$ cat src/rtl/dtf_pkg.sv
`default_nettype none
package dtf_pkg;

    // number format limits
    localparam int unsigned MaxDigits = 8;
    localparam int unsigned MantW     = 27;
    localparam int unsigned CountW    = 4;

    // characters with a meaning
    localparam logic [7:0] CH_MINUS = 8'h2D;
    localparam logic [7:0] CH_PLUS  = 8'h2B;
    localparam logic [7:0] CH_DOT   = 8'h2E;
    localparam logic [7:0] CH_ZERO  = 8'h30;
    localparam logic [7:0] CH_NINE  = 8'h39;

    // scale factors as binary32 exponent and significand with hidden bit
    localparam logic [7:0]  K_E_HUNDREDTH = 8'd120;
    localparam logic [23:0] K_M_HUNDREDTH = 24'hA3D70A;
    localparam logic [7:0]  K_E_TENTH     = 8'd123;
    localparam logic [23:0] K_M_TENTH     = 24'hCCCCCD;
    localparam logic [7:0]  K_E_TEN       = 8'd130;
    localparam logic [23:0] K_M_TEN       = 24'hA00000;

    // biased exponent of a value with its top bit at bit MantW-1
    localparam logic [7:0] E_TOP = 8'(127 + MantW - 1);

    // one finished number request passed from front to back
    typedef struct packed {
        logic                neg;
        logic                had;
        logic [MantW-1:0]    mant;
        logic signed [7:0]   dexp;
    } t_job;

endpackage
`default_nettype wire

$ cat src/rtl/dtf_front.sv
`default_nettype none
module dtf_front
    import dtf_pkg::*;
(
    input  wire logic       i_clk,
    input  wire logic       i_rst_n,
    input  wire logic       i_take,
    input  wire logic [7:0] i_char,
    output logic            o_push,
    output t_job            o_job
);

    logic                 r_at_start, n_at_start;
    logic                 r_neg, n_neg;
    logic [MantW-1:0]     r_mant, n_mant;
    logic signed [7:0]    r_dexp, n_dexp;
    logic [CountW-1:0]    r_dcnt, n_dcnt;
    logic                 r_pseen, n_pseen;
    logic                 is_digit;
    logic [3:0]           dval;

    assign is_digit = (i_char >= CH_ZERO) && (i_char <= CH_NINE);
    assign dval     = 4'(i_char - CH_ZERO);

    // job handed over on a terminator
    assign o_job.neg  = r_neg;
    assign o_job.had  = (r_dcnt != '0);
    assign o_job.mant = r_mant;
    assign o_job.dexp = r_dexp;

    // character parser
    always_comb begin
        n_at_start = r_at_start;
        n_neg      = r_neg;
        n_mant     = r_mant;
        n_dexp     = r_dexp;
        n_dcnt     = r_dcnt;
        n_pseen    = r_pseen;
        o_push     = 1'b0;
        if (i_take) begin
            n_at_start = 1'b0;
            if (r_at_start && (i_char == CH_MINUS || i_char == CH_PLUS)) begin
                n_neg = (i_char == CH_MINUS);
            end else if (is_digit) begin
                if (r_dcnt < CountW'(MaxDigits)) begin
                    n_dcnt = r_dcnt + 1'b1;
                    if (r_pseen) begin
                        n_dexp = r_dexp - 8'sd1;
                    end
                    n_mant = MantW'({r_mant, 3'b000}) + MantW'({r_mant, 1'b0})
                           + MantW'(dval);
                end else begin
                    n_dcnt = CountW'(MaxDigits + 1);
                    if (!r_pseen && r_dexp < 8'sd127) begin
                        n_dexp = r_dexp + 8'sd1;
                    end
                end
            end else if (i_char == CH_DOT && !r_pseen) begin
                n_pseen = 1'b1;
            end else begin
                o_push     = 1'b1;
                n_at_start = 1'b1;
                n_neg      = 1'b0;
                n_mant     = '0;
                n_dexp     = '0;
                n_dcnt     = '0;
                n_pseen    = 1'b0;
            end
        end
    end

    always_ff @(posedge i_clk) begin
        if (!i_rst_n) begin
            r_at_start <= 1'b1;
            r_neg      <= 1'b0;
            r_mant     <= '0;
            r_dexp     <= '0;
            r_dcnt     <= '0;
            r_pseen    <= 1'b0;
        end else begin
            r_at_start <= n_at_start;
            r_neg      <= n_neg;
            r_mant     <= n_mant;
            r_dexp     <= n_dexp;
            r_dcnt     <= n_dcnt;
            r_pseen    <= n_pseen;
        end
    end

endmodule
`default_nettype wire

$ cat src/rtl/dtf_queue.sv
`default_nettype none
module dtf_queue
    import dtf_pkg::*;
(
    input  wire logic i_clk,
    input  wire logic i_rst_n,
    input  wire logic i_push,
    input  wire t_job i_job,
    input  wire logic i_pop,
    output logic      o_full,
    output logic      o_empty,
    output t_job      o_job
);

    t_job       r_mem [2];
    logic       r_wp, r_rp;
    logic [1:0] r_cnt;

    assign o_full  = (r_cnt == 2'd2);
    assign o_empty = (r_cnt == 2'd0);
    assign o_job   = r_mem[r_rp];

    // two-entry request queue
    always_ff @(posedge i_clk) begin
        if (i_push) begin
            r_mem[r_wp] <= i_job;
        end
    end

    always_ff @(posedge i_clk) begin
        if (!i_rst_n) begin
            r_wp  <= 1'b0;
            r_rp  <= 1'b0;
            r_cnt <= 2'd0;
        end else begin
            if (i_push) begin
                r_wp <= ~r_wp;
            end
            if (i_pop) begin
                r_rp <= ~r_rp;
            end
            r_cnt <= r_cnt + 2'(i_push) - 2'(i_pop);
        end
    end

endmodule
`default_nettype wire

$ cat src/rtl/dtf_back.sv
`default_nettype none
module dtf_back
    import dtf_pkg::*;
(
    input  wire logic        i_clk,
    input  wire logic        i_rst_n,
    input  wire logic        i_empty,
    input  wire t_job        i_job,
    output logic             o_pop,
    output logic             o_valid,
    input  wire logic        i_ready,
    output logic [31:0]      o_value,
    output logic             o_had
);

    localparam logic [2:0] S_IDLE = 3'd0;
    localparam logic [2:0] S_NORM = 3'd1;
    localparam logic [2:0] S_CRND = 3'd2;
    localparam logic [2:0] S_PICK = 3'd3;
    localparam logic [2:0] S_MUL  = 3'd4;
    localparam logic [2:0] S_MRND = 3'd5;
    localparam logic [2:0] S_DONE = 3'd6;

    logic [2:0]          r_state;
    logic [MantW-1:0]    r_w;
    logic [4:0]          r_shift;
    logic signed [7:0]   r_e;
    logic                r_neg, r_had, r_zero, r_inf;
    logic [7:0]          r_exp;
    logic [23:0]         r_man;
    logic [7:0]          r_ce;
    logic [23:0]         r_cm;
    logic [47:0]         r_prod;
    logic                r_ovalid;
    logic [31:0]         r_oval;
    logic                r_ohad;

    logic [24:0] c_round, m_round;
    logic [9:0]  m_exp;
    logic        m_top;
    logic [23:0] m_keep;
    logic        m_g, m_s;
    logic        out_free;

    assign out_free = !r_ovalid || i_ready;
    assign o_pop    = (r_state == S_IDLE) && !i_empty;
    assign o_valid  = r_ovalid;
    assign o_value  = r_oval;
    assign o_had    = r_ohad;

    // integer to float rounding, nearest even
    assign c_round = {1'b0, r_w[MantW-1:MantW-24]}
                   + 25'(r_w[MantW-25] & ((|r_w[MantW-26:0]) | r_w[MantW-24]));

    // product rounding, nearest even
    assign m_top   = r_prod[47];
    assign m_keep  = m_top ? r_prod[47:24] : r_prod[46:23];
    assign m_g     = m_top ? r_prod[23] : r_prod[22];
    assign m_s     = m_top ? (|r_prod[22:0]) : (|r_prod[21:0]);
    assign m_round = {1'b0, m_keep} + 25'(m_g & (m_s | m_keep[0]));
    assign m_exp   = {2'b00, r_exp} + {2'b00, r_ce} - 10'd127 + 10'(m_top)
                   + 10'(m_round[24]);

    always_ff @(posedge i_clk) begin
        if (!i_rst_n) begin
            r_state  <= S_IDLE;
            r_ovalid <= 1'b0;
        end else begin
            if (r_ovalid && i_ready && r_state != S_DONE) begin
                r_ovalid <= 1'b0;
            end
            case (r_state)
                // take the next request
                S_IDLE: begin
                    if (!i_empty) begin
                        r_neg   <= i_job.neg & i_job.had;
                        r_had   <= i_job.had;
                        r_w     <= i_job.mant;
                        r_e     <= i_job.dexp;
                        r_shift <= '0;
                        r_inf   <= 1'b0;
                        r_zero  <= (i_job.mant == '0);
                        r_state <= (i_job.mant == '0) ? S_DONE : S_NORM;
                    end
                end
                // one bit of normalizing shift per cycle
                S_NORM: begin
                    if (r_w[MantW-1]) begin
                        r_state <= S_CRND;
                    end else begin
                        r_w     <= {r_w[MantW-2:0], 1'b0};
                        r_shift <= r_shift + 5'd1;
                    end
                end
                S_CRND: begin
                    r_exp   <= E_TOP - 8'(r_shift) + 8'(c_round[24]);
                    r_man   <= c_round[24] ? c_round[24:1] : c_round[23:0];
                    r_state <= S_PICK;
                end
                // choose the next scale step
                S_PICK: begin
                    if (r_e <= -8'sd2) begin
                        r_ce    <= K_E_HUNDREDTH;
                        r_cm    <= K_M_HUNDREDTH;
                        r_e     <= r_e + 8'sd2;
                        r_state <= S_MUL;
                    end else if (r_e == -8'sd1) begin
                        r_ce    <= K_E_TENTH;
                        r_cm    <= K_M_TENTH;
                        r_e     <= 8'sd0;
                        r_state <= S_MUL;
                    end else if (r_e > 8'sd0) begin
                        r_ce    <= K_E_TEN;
                        r_cm    <= K_M_TEN;
                        r_e     <= r_e - 8'sd1;
                        r_state <= S_MUL;
                    end else begin
                        r_state <= S_DONE;
                    end
                end
                S_MUL: begin
                    r_prod  <= r_man * r_cm;
                    r_state <= r_inf ? S_PICK : S_MRND;
                end
                S_MRND: begin
                    if (m_exp >= 10'd255) begin
                        r_inf <= 1'b1;
                    end else begin
                        r_exp <= m_exp[7:0];
                        r_man <= m_round[24] ? m_round[24:1] : m_round[23:0];
                    end
                    r_state <= S_PICK;
                end
                // load the output register
                S_DONE: begin
                    if (out_free) begin
                        r_ovalid <= 1'b1;
                        r_ohad   <= r_had;
                        if (r_zero) begin
                            r_oval <= {r_neg, 31'd0};
                        end else if (r_inf) begin
                            r_oval <= {r_neg, 8'hFF, 23'd0};
                        end else begin
                            r_oval <= {r_neg, r_exp, r_man[22:0]};
                        end
                        r_state <= S_IDLE;
                    end
                end
                default: begin
                    r_state <= S_IDLE;
                end
            endcase
        end
    end

endmodule
`default_nettype wire

$ cat src/rtl/decimal_text_to_float32_core.sv
// channel | valid       | ready       | payload
// in      | i_in_valid  | o_in_ready  | i_text_char
// out     | o_out_valid | i_out_ready | o_value_bits, o_had_digits
//
// digits, signs and points are parsed as they arrive; a terminator hands a request
// to the two-entry queue and the back end then normalizes the mantissa by shifts
// of up to 26 bits in total, rounds it and applies scale multiplies (up to 127
// by ten), each rounded until the value is infinite; a zero mantissa skips this.
// the back end has a single multiplier and takes a new request only when idle.
// reset is synchronous, active low, and clears parser, queue and output valid.
// input stalls only while the queue is full; output waits in its own register.
`default_nettype none
module decimal_text_to_float32_core
    import dtf_pkg::*;
(
    input  wire logic        i_clk,
    input  wire logic        i_rst_n,
    input  wire logic        i_in_valid,
    output logic             o_in_ready,
    input  wire logic [7:0]  i_text_char,
    output logic             o_out_valid,
    input  wire logic        i_out_ready,
    output logic [31:0]      o_value_bits,
    output logic             o_had_digits
);

    logic push, pop, full, empty;
    t_job job_in, job_out;

    assign o_in_ready = !full;

    dtf_front u_front (
        .i_clk   (i_clk),
        .i_rst_n (i_rst_n),
        .i_take  (i_in_valid && !full),
        .i_char  (i_text_char),
        .o_push  (push),
        .o_job   (job_in)
    );

    dtf_queue u_queue (
        .i_clk   (i_clk),
        .i_rst_n (i_rst_n),
        .i_push  (push),
        .i_job   (job_in),
        .i_pop   (pop),
        .o_full  (full),
        .o_empty (empty),
        .o_job   (job_out)
    );

    dtf_back u_back (
        .i_clk   (i_clk),
        .i_rst_n (i_rst_n),
        .i_empty (empty),
        .i_job   (job_out),
        .o_pop   (pop),
        .o_valid (o_out_valid),
        .i_ready (i_out_ready),
        .o_value (o_value_bits),
        .o_had   (o_had_digits)
    );

endmodule
`default_nettype wire

$ cat config.mk
export PLATFORM = sky130hd
export DESIGN_NAME = decimal_text_to_float32_core
export DESIGN_NICKNAME = d
export VERILOG_FILES = /design/src/rtl/dtf_pkg.sv /design/src/rtl/dtf_front.sv /design/src/rtl/dtf_queue.sv /design/src/rtl/dtf_back.sv /design/src/rtl/decimal_text_to_float32_core.sv
export SDC_FILE = /design/constraint.sdc
export NUM_CORES = 2
export LEC_CHECK = 0
export BUFFER_PORTS_ARGS = -buffer_cell sky130_fd_sc_hd__buf_2
export CORE_ASPECT_RATIO = 1.1
export CORE_MARGIN = 5
export CORE_UTILIZATION = 50
export CTS_BUF_LIST = sky130_fd_sc_hd__clkbuf_4 sky130_fd_sc_hd__clkbuf_8
export DETAILED_ROUTE_END_ITERATION = 6
export PLACE_DENSITY = 0.71
export SLEW_MARGIN = 30
export SYNTH_ARGS = -nofsm -noshare
export SYNTH_HDL_FRONTEND = slang
export SYNTH_SLANG_ARGS = --single-unit
$ cat constraint.sdc
create_clock -name i_clk -period 7.5 [get_ports i_clk]
set_clock_uncertainty 0.05 [all_clocks]
set_input_delay 2.25 -clock i_clk [delete_from_list [all_inputs] [get_ports i_clk]]
set_output_delay 2.25 -clock i_clk [all_outputs]
set_load 0.03 [all_outputs]
==> results.txt <==
status - completed
Seq/Total Area, Yosys - 26.7%
Fillers - 5243
CTS tree - built
number of global-route vias before repair - 22267
number of DRC markers in iteration 0 - 1367
Final Net Count - 3838
Pre-antenna DRT Iters - 5
CTS buffer count - 49
pre-CTS setup slack - 0.108 ns
P&R area growth vs syn - 9.89%
Tightest Pin Transition - 0.949 ns
Placer Congestion - 0.959
largest net degree at the start of global routing - 53
CP Max Fanout - 34
clock slew at reported path FFs - 0.08 ns
# setup viols final - 0
fmax - 138 MHz
ANT cells - 0
mapped cell area - 0.0305 mm^2
Hold Crit Class - reg -> reg
Core Box Area - 0.0607 mm^2
GRT Overall Usage - 22.8%
post-DR wirelength/cell - 18.6 um
Synth cell types - 76
Worst slew margin - 36.2%
DRC - 0
Mapped Cells - 3017
Die ar. - 0.0661 mm^2
prevailing post-synth register cell - edfxtp_1
syn_area_per_cell - 10.1 um^2
Final ANT Viol Nets - 0
R2R depth - 23
die width - 246 um
Final Hold Vio Count - 0
Max Transition Viols Final - 0
DR vias - 21295
Vias/cell - 5.33
CTS Sinks - 288
# H-tree levels - 2
initial core utilization - 50.2%
RSZ-0062 raised after global routing - yes
GR Overflow Total - 0
Final WS setup - 0.245 ns
worst r2r src - u_back.r_cm[19]
final wirelength - 74.3 mm
GRT met1 Usage - 29.2%
number of synthesized register bits - 288
Clock Latency Late Sink - 0.64 ns
CTS Buffer Depth - 3
Final period util - 96.7%
Post-synth EDFFs - 237
syn nets - 3727
warnings from Yosys - 0
setup TNS - 0 ns
critical hold path startpoint - u_back.r_neg
input/output buffers - 46
Max-Cap Viols - 0
first-pass GRT wire length - 120 mm
Root Buffer - clkbuf_8
io pins - 47
GR Util met3 - 4.52%
FP Rows - 95
Chip Height - 269 um
type of element launching the critical path - flip-flop
met2 GRT Util - 38.7%
worst reg2reg setup slack - 0.25 ns
Detail Placement HPWL - 61.4 mm
CP required - 7.83 ns
Worst Hold Endpoint - u_back.o_value[31]
CP Capture Type - flip-flop
Hold Crit Depth - 0
share of cells above drive strength 1 - 9.15%
Post-CTS Hold Buffers - 0
initial antenna violation count - 0
Critical Path AT - 7.58 ns
asr flop ratio synth - 0%
min Tclk post-route - 7.25 ns
Most Used Layer, Global Route - met2
r2r endpoint - u_back.r_prod[41]
CP Class - reg -> reg
==> timing repair <==
action,CTS,global route
buffers inserted,0,5
gates resized for setup,0,21
setup endpoints to repair,0,16
==> per-stage QoR <==
| stage | hold slack [ns] | utilization [%] | area, um^2 | cells |
|---|---|---|---|---|
| CTS | 0.378 | 55.0 | 33400 | 3988 |
| finish | 0.377 | 55.2 | 33500 | 3993 |
| global route | 0.387 | 55.2 | 33500 | 3993 |
| global placement | 0.357 | 53.0 | 32200 | 3894 |
| floorplan | 0.350 | - | 30500 | 3017 |
| detailed placement | 0.368 | 53.1 | 32300 | 3896 |
==> worst max path at each step <==
stage / startpoint / to / slack [ns] / depth (start not counted)
after floorplan: u_back.r_cm[19] / u_back.r_prod[44] / 0.43 / 26
after global placement: u_back.r_cm[14] / u_back.r_prod[41] / 0.17 / 23
after detailed placement: u_back.r_cm[14] / u_back.r_prod[41] / 0.11 / 24
after CTS: u_back.r_cm[14] / u_back.r_prod[41] / 0.03 / 24
after global routing: u_back.r_cm[19] / u_back.r_prod[41] / -0.05 / 26
final: u_back.r_cm[19] / u_back.r_prod[41] / 0.25 / 23
==> critical path: stages (launching register included) <==
cell and delay, ns:
edfxtp_1 0.43, buf_12 0.19, and2_2 0.24, buf_4 0.17, inv_1 0.12, fa_1 0.45
fa_1 0.50, inv_1 0.07, fa_1 0.53, fa_1 0.45, fa_1 0.54, fa_1 0.55
inv_1 0.06, fa_1 0.54, inv_1 0.04, ha_1 0.30, nand2_1 0.10, nor4_2 0.37
nand2_1 0.09, o21ba_2 0.22, o31a_1 0.36, o31a_1 0.36, o21ai_2 0.16, xor2_1 0.07
==> final cells by class <==
type                    count  area [um^2]  area share (%)
clock buffers              72          897            2.68
inverters                 612         2300            6.85
repair buffers            142         1030            3.07
flip-flops and latches    288         8140            24.3
well taps                 824         1030            3.07
clock inverters            20          263           0.784
multi-input cells        2035        19900            59.3
==> sequential cells by signal (all words and copies together) (netlist names), 4 cells and up, named ones only <==
signal          flops
u_back.r_man       24
u_front.r_dexp      8
u_back.o_value     32
u_back.r_exp        8
u_back.r_e          8
u_queue.r_mem      74
u_front.r_dcnt      4
u_back.r_prod      48
u_back.r_w         27
u_back.r_shift      5
u_front.r_mant     27
u_back.r_cm         4
==> cell usage after synthesis, types with 7 or more instances <==
cell	count	area [um^2]
nand3b_1	29	218
nand2_1	186	698
nand2b_1	15	93.8
ha_1	340	4250
dfxtp_1	51	1020
nor2_1	112	420
inv_1	611	2290
a21oi_1	116	581
o21ai_0	91	455
o211ai_1	10	75.1
and3_1	26	163
o21bai_1	29	218
a22oi_1	23	173
xor2_1	76	666
mux2_2	7	78.8
a21o_1	49	368
nand3_1	45	225
nor3_1	29	145
edfxtp_1	237	7120
a31oi_1	9	56.3
nor4_1	19	119
nor2b_1	41	257
clkbuf_1	74	278
and2_1	94	588
or2_2	9	56.3
o22ai_1	15	93.8
o21ai_1	21	105
nand4_1	24	150
fa_1	358	7170
a211oi_1	13	97.6
mux2i_1	44	440
a21boi_0	8	60.1
xnor2_1	109	955
o21a_1	11	82.6
==> routing by layer <==
metal | up-vias | routed length [um]
li1 | 10151 | -
met2 | 611 | 36600
met4 | 0 | 3140
met5 | - | 0
met3 | 170 | 4660
met1 | 10363 | 30000
==> placed cells by master, fill, tap and decap left out, types with 6 or more instances in the layout <==
cell type,instances
nand3_1,45
nand4_1,24
o21bai_1,28
o211ai_1,10
nor4_1,18
buf_2,46
buf_4,91
a31oi_1,8
or2_2,9
a21o_1,49
o21ai_2,6
fa_1,357
edfxtp_1,237
mux2i_1,44
o21ai_0,90
xor2_1,76
ha_1,339
nor3_1,28
clkbuf_8,57
nand2_1,185
nor2_1,110
o21a_1,11
a21boi_0,7
a211oi_1,12
xnor2_1,109
clkbuf_4,15
nand3b_1,29
o22ai_1,15
o21ai_1,17
a21oi_1,114
and2_1,91
dfxtp_1,50
nor2b_1,41
a22oi_1,23
bufinv_16,6
and3_1,26
nand2b_1,15
inv_1,609
mux2_2,7
==> kinds of logic after synthesis <==
group | Yosys count | synth area share [%]
XOR/XNOR | 185 | 5.31
multiplexers | 51 | 1.70
flip-flops | 288 | 26.7
AND/OR/NAND/NOR | 655 | 11.0
adder cells (fa/ha/maj) | 698 | 37.4
buffers and inverters | 694 | 8.56
AO/OA/AOI/OAI | 446 | 9.36
Power is left out: the tool's default activity adds up to more than one toggle a clock period on the data nets, which glitch-free logic cannot reach.
